==> src/rtl/sparse_triplet_matrix_add_assert.svh <==
// ----------------------------------------------------------------------------
// sparse_triplet_matrix_add_assert.svh
// assertion macros shared by the sparse triplet adder rtl
// ----------------------------------------------------------------------------
`ifndef SPARSE_TRIPLET_MATRIX_ADD_ASSERT_SVH
`define SPARSE_TRIPLET_MATRIX_ADD_ASSERT_SVH

// same-cycle implication, disabled while reset is asserted
`define STMA_ASSERT_IMPL(label, clk, rst_n, ante, cons) \
    label: assert property (@(posedge clk) disable iff (!rst_n) (ante) |-> (cons)) \
        else $error("same-cycle check failed");

// next-cycle implication, disabled while reset is asserted
`define STMA_ASSERT_NEXT(label, clk, rst_n, ante, cons) \
    label: assert property (@(posedge clk) disable iff (!rst_n) (ante) |=> (cons)) \
        else $error("next-cycle check failed");

`endif

==> src/rtl/stma_list_ram.sv <==
// ----------------------------------------------------------------------------
// stma_list_ram
// single-write, single-read synchronous ram holding one triplet list
// ----------------------------------------------------------------------------
module stma_list_ram #(
    parameter int DEPTH = 32,
    parameter int WIDTH = 64,
    parameter int AW    = 5
) (
    input  logic             i_clk,
    input  logic             i_we,
    input  logic [AW-1:0]    i_waddr,
    input  logic [WIDTH-1:0] i_wdata,
    input  logic [AW-1:0]    i_raddr,
    output logic [WIDTH-1:0] o_rdata
);

    logic [WIDTH-1:0] r_mem [DEPTH];
    logic [WIDTH-1:0] r_rdata;

    always_ff @(posedge i_clk) begin
        if (i_we) begin
            r_mem[i_waddr] <= i_wdata;
        end
        r_rdata <= r_mem[i_raddr];
    end

    assign o_rdata = r_rdata;

endmodule

==> config.mk <==
export PLATFORM = sky130hd
export DESIGN_NAME = stma_list_ram
export DESIGN_NICKNAME = d
export VERILOG_FILES = /design/src/rtl/sparse_triplet_matrix_add_assert.svh /design/src/rtl/stma_list_ram.sv
export SDC_FILE = /design/constraint.sdc
export NUM_CORES = 2
export LEC_CHECK = 0
export BUFFER_PORTS_ARGS = -buffer_cell sky130_fd_sc_hd__buf_4
export CORE_ASPECT_RATIO = 0.9
export CORE_MARGIN = 2
export CORE_UTILIZATION = 50
export DETAILED_ROUTE_END_ITERATION = 8
export PLACE_DENSITY = 0.66
export SLEW_MARGIN = 5
export SYNTH_ARGS = -nofsm -noshare
export SYNTH_HDL_FRONTEND = slang
export SYNTH_SLANG_ARGS = --single-unit
==> constraint.sdc <==
create_clock -name i_clk -period 8.75 [get_ports i_clk]
set_input_delay 1.3125 -clock i_clk [delete_from_list [all_inputs] [get_ports i_clk]]
set_output_delay 1.3125 -clock i_clk [all_outputs]
set_load 0.1 [all_outputs]
==> flow_metrics.py <==
metrics = {
    "worst_setup_path": {
        "crit_arrival_ns": 4.23,
        "path_common_cell": "buf_4",
        "startpoint_type": "input port",
        "cp-startpoint": "i_we",
        "critical-path-max-stage-delay_ns": 0.84,
        "cp_max_fo": 28,
        "required_ns": 9.20,
        "r2r_slack_ns": 6.92,
        "r2r_cells": 3,
        "path_buf_inv": 3,
        "cp-end-kind": "flop",
        "crit_chain": "buf_4, nand3_1, nor2_4, buf_4, buf_4",
        "critPathTopFamily": "simple AND/OR/NAND/NOR gates",
        "worstSetupPathType": "input port to flop",
        "slowest_stage": "nor2_4",
        "worstReg2RegEnd": "o_rdata[9]",
        "rr_startpoint": "r_mem[5][9]",
    },
    "cts": {
        "postCtsSetupBuffers": 0,
        "clock_latency_ns": 0.83,
        "cts_sinks": 2112,
        "path_clk_slew_ns": 0.06,
        "cts_tree": "done",
        "clockRootBuffer": "clkbuf_16",
        "cts_made_buffers": 196,
        "cts-htree-levels": 4,
        "cts_max_path_buffers": 3,
        "cts_hold_buf": 0,
        "cts_resized": 0,
    },
    "finish": {
        "final_nets": 3428,
        "fin_util_pct": 56.9,
        "fill_cells": 11200,
        "area_growth_pct": 13.2,
        "multi_input_comb_area_um2": 15700,
        "final_cell_mix": "edfxtp_1, mux4_2, clkbuf_16",
        "register_area_um2": 62800,
        "layout-drive-gt1-share_pct": 34.7,
        "layout_commonest_cell": "edfxtp_1",
    },
    "drt": {
        "vias_per_cell": 6.26,
        "top_layer": "met5",
        "drtIter0Drc": 4498,
        "avgRoutedWirePerCell_um": 32.8,
        "via_count": 35200,
        "drt_wl_total_um": 185000,
        "drc": 0,
        "dr_wl_met2_um": 92800,
        "met3_length_um": 13800,
        "drt-met1-wl_um": 73900,
        "first_pass_iters": 5,
        "ant_nets": 0,
    },
    "grt": {
        "grtUsageTotal_pct": 23.1,
        "antenna_found_initial": 9,
        "first_global_vias": 36300,
        "grt_max_degree": 133,
        "grt_first_pass_wirelength_um": 265000,
        "overflow": 0,
    },
    "synthesis": {
        "synth_edf_count": 2048,
        "ys_seq_area_share_pct": 79.5,
        "syn-instance-count": 3097,
        "syn_nets": 3173,
        "synth_area_um2": 79000,
        "synth.ff_latch_count": 2112,
        "yosysUniqueCellTypes": 31,
        "ys.warnings.count": 0,
        "ys.flop_type": "edfxtp_1",
        "ys_async_sr_fraction_pct": 0,
        "synth.avg_cell_area_um2": 25.5,
    },
    "die": {
        "core_area_um2": 157000,
        "fp.dieH_um": 381,
        "io_pins": 140,
        "die_w_um": 423,
        "num_rows": 138,
        "dieArea_um2": 161000,
        "start_util_pct": 50.3,
    },
    "pwr": {
        "swShare_pct": 21.6,
        "power_density_nw_per_um2": 236,
        "power_frac_seq_pct": 53.6,
        "combPwrFrac_pct": 6.0,
        "p_leak_nw": 27.8,
        "clkPwrFrac_pct": 40.5,
        "irDropWorstVdd_uv": 204,
        "switching_power_mw": 4.56,
        "intPower_mw": 16.6,
    },
    "worst_hold_path": {
        "hold_class": "flop to flop",
        "hold_depth": 4,
        "min_to": "o_rdata[25]",
        "min_from": "r_mem[20][25]",
    },
    "flow_run": {
        "cap_violations": 0,
    },
    "timing": {
        "tightest_slew_ns": 1.16,
        "finalSetupViolations": 0,
        "finalCritPeriodShare_pct": 43.2,
        "rsz0062_at_grt": "no",
        "finClkSkew_ns": 0.0214,
        "hold_viol_final": 0,
        "drv_slew": 0,
        "slew_headroom_pct": 22.8,
        "min_period_ns": 3.78,
        "tns_ns": 0,
        "clock.fmax_mhz": 264,
    },
    "place": {
        "port_buffers": 139,
        "dp_hpwl_um": 89000,
        "gp_congestion": 0.763,
    },
    "run_status": {
        "outcome": "completed",
    },
}
-- metrics by stage --
step | hold slack (ns) | instance area [um^2] | total power [mW] | std cells | setup slack (ns)
4_1_cts | 0.818 | 89400 | 21.3 | 5622 | 5.00
3_5_place_dp | 0.796 | 82900 | 12.8 | 5254 | 4.11
2_1_floorplan | 0.722 | 79000 | 12.4 | 3097 | 3.62
3_3_place_gp | 0.794 | 82900 | 12.8 | 5254 | 4.17
6_report | 0.824 | 89400 | 21.1 | 5624 | 4.97
5_1_grt | 0.850 | 89400 | 21.7 | 5623 | 4.96
-- cell type report --
class                           count  share of cell area (%)
Sequential cell                  2112                    70.2
Multi-Input combinational cell    828                    17.5
Clock buffer                      248                    5.88
Tap cell                         2100                    2.94
Timing Repair Buffer              213                    1.98
Clock inverter                    120                    1.40
Antenna cell                        2                 0.00560
Inverter                            1                 0.00420
-- worst register-to-register path, stage by stage, from the launching register on --
cell      delay (ns)
edfxtp_1        0.39
mux4_2          0.50
mux4_2          0.48
mux2_2          0.32
-- synthesized netlist by cell type (4+ instances only) --
library cell	count	area (um^2)
a221oi_1	12	105
o21ai_0	9	45.0
clkbuf_1	55	206
mux4_2	602	13600
nor2_1	41	154
nand3b_1	5	37.5
dfxtp_1	64	1280
mux2_2	74	833
edfxtp_1	2048	61500
buf_1	19	71.3
buf_2	65	325
o22ai_1	10	62.6
nor2b_1	4	25.0
buf_4	14	105
mux2i_1	38	380
-- per-layer routing --
metal | vias up | global-route usage (%)
met2 | 1608 | 37.8
met5 | - | 0
met4 | 6 | 5.78
met1 | 19300 | 32.8
li1 | 14000 | -
met3 | 272 | 3.84
-- registers in the layout, summed over array words and instances, names as in the netlist --
name     count
r_mem     2048
o_rdata     64
-- how the worst max path moves through the flow --
stage / depth (start not counted) / slack (ns) / end
2_1_floorplan: 3 / 3.62 / r_mem[12][0]
6_report: 5 / 4.97 / r_mem[11][17]
4_1_cts: 5 / 5.00 / r_mem[11][17]
3_3_place_gp: 5 / 4.17 / r_mem[11][10]
3_5_place_dp: 5 / 4.11 / r_mem[11][50]
5_1_grt: 5 / 4.96 / r_mem[11][60]
-- power groups by stage --
stage / clock network, mW / logic, mW / registers (mW)
floorplan: 0 / 0.564 / 11.8
global placement: 0 / 1.25 / 11.5
detailed placement: 0 / 1.28 / 11.5
CTS: 8.69 / 1.28 / 11.3
global route: 9.09 / 1.33 / 11.3
finish: 8.55 / 1.26 / 11.3
-- cells by family after synthesis --
family          count (synthesis)  synth area share [%]
flops                        2112                  79.5
simple gates                   64                 0.379
compound gates                 50                 0.466
mux                           714                  18.7
buf+inv                       157                 0.944
Power figures use the tool's default switching activity.
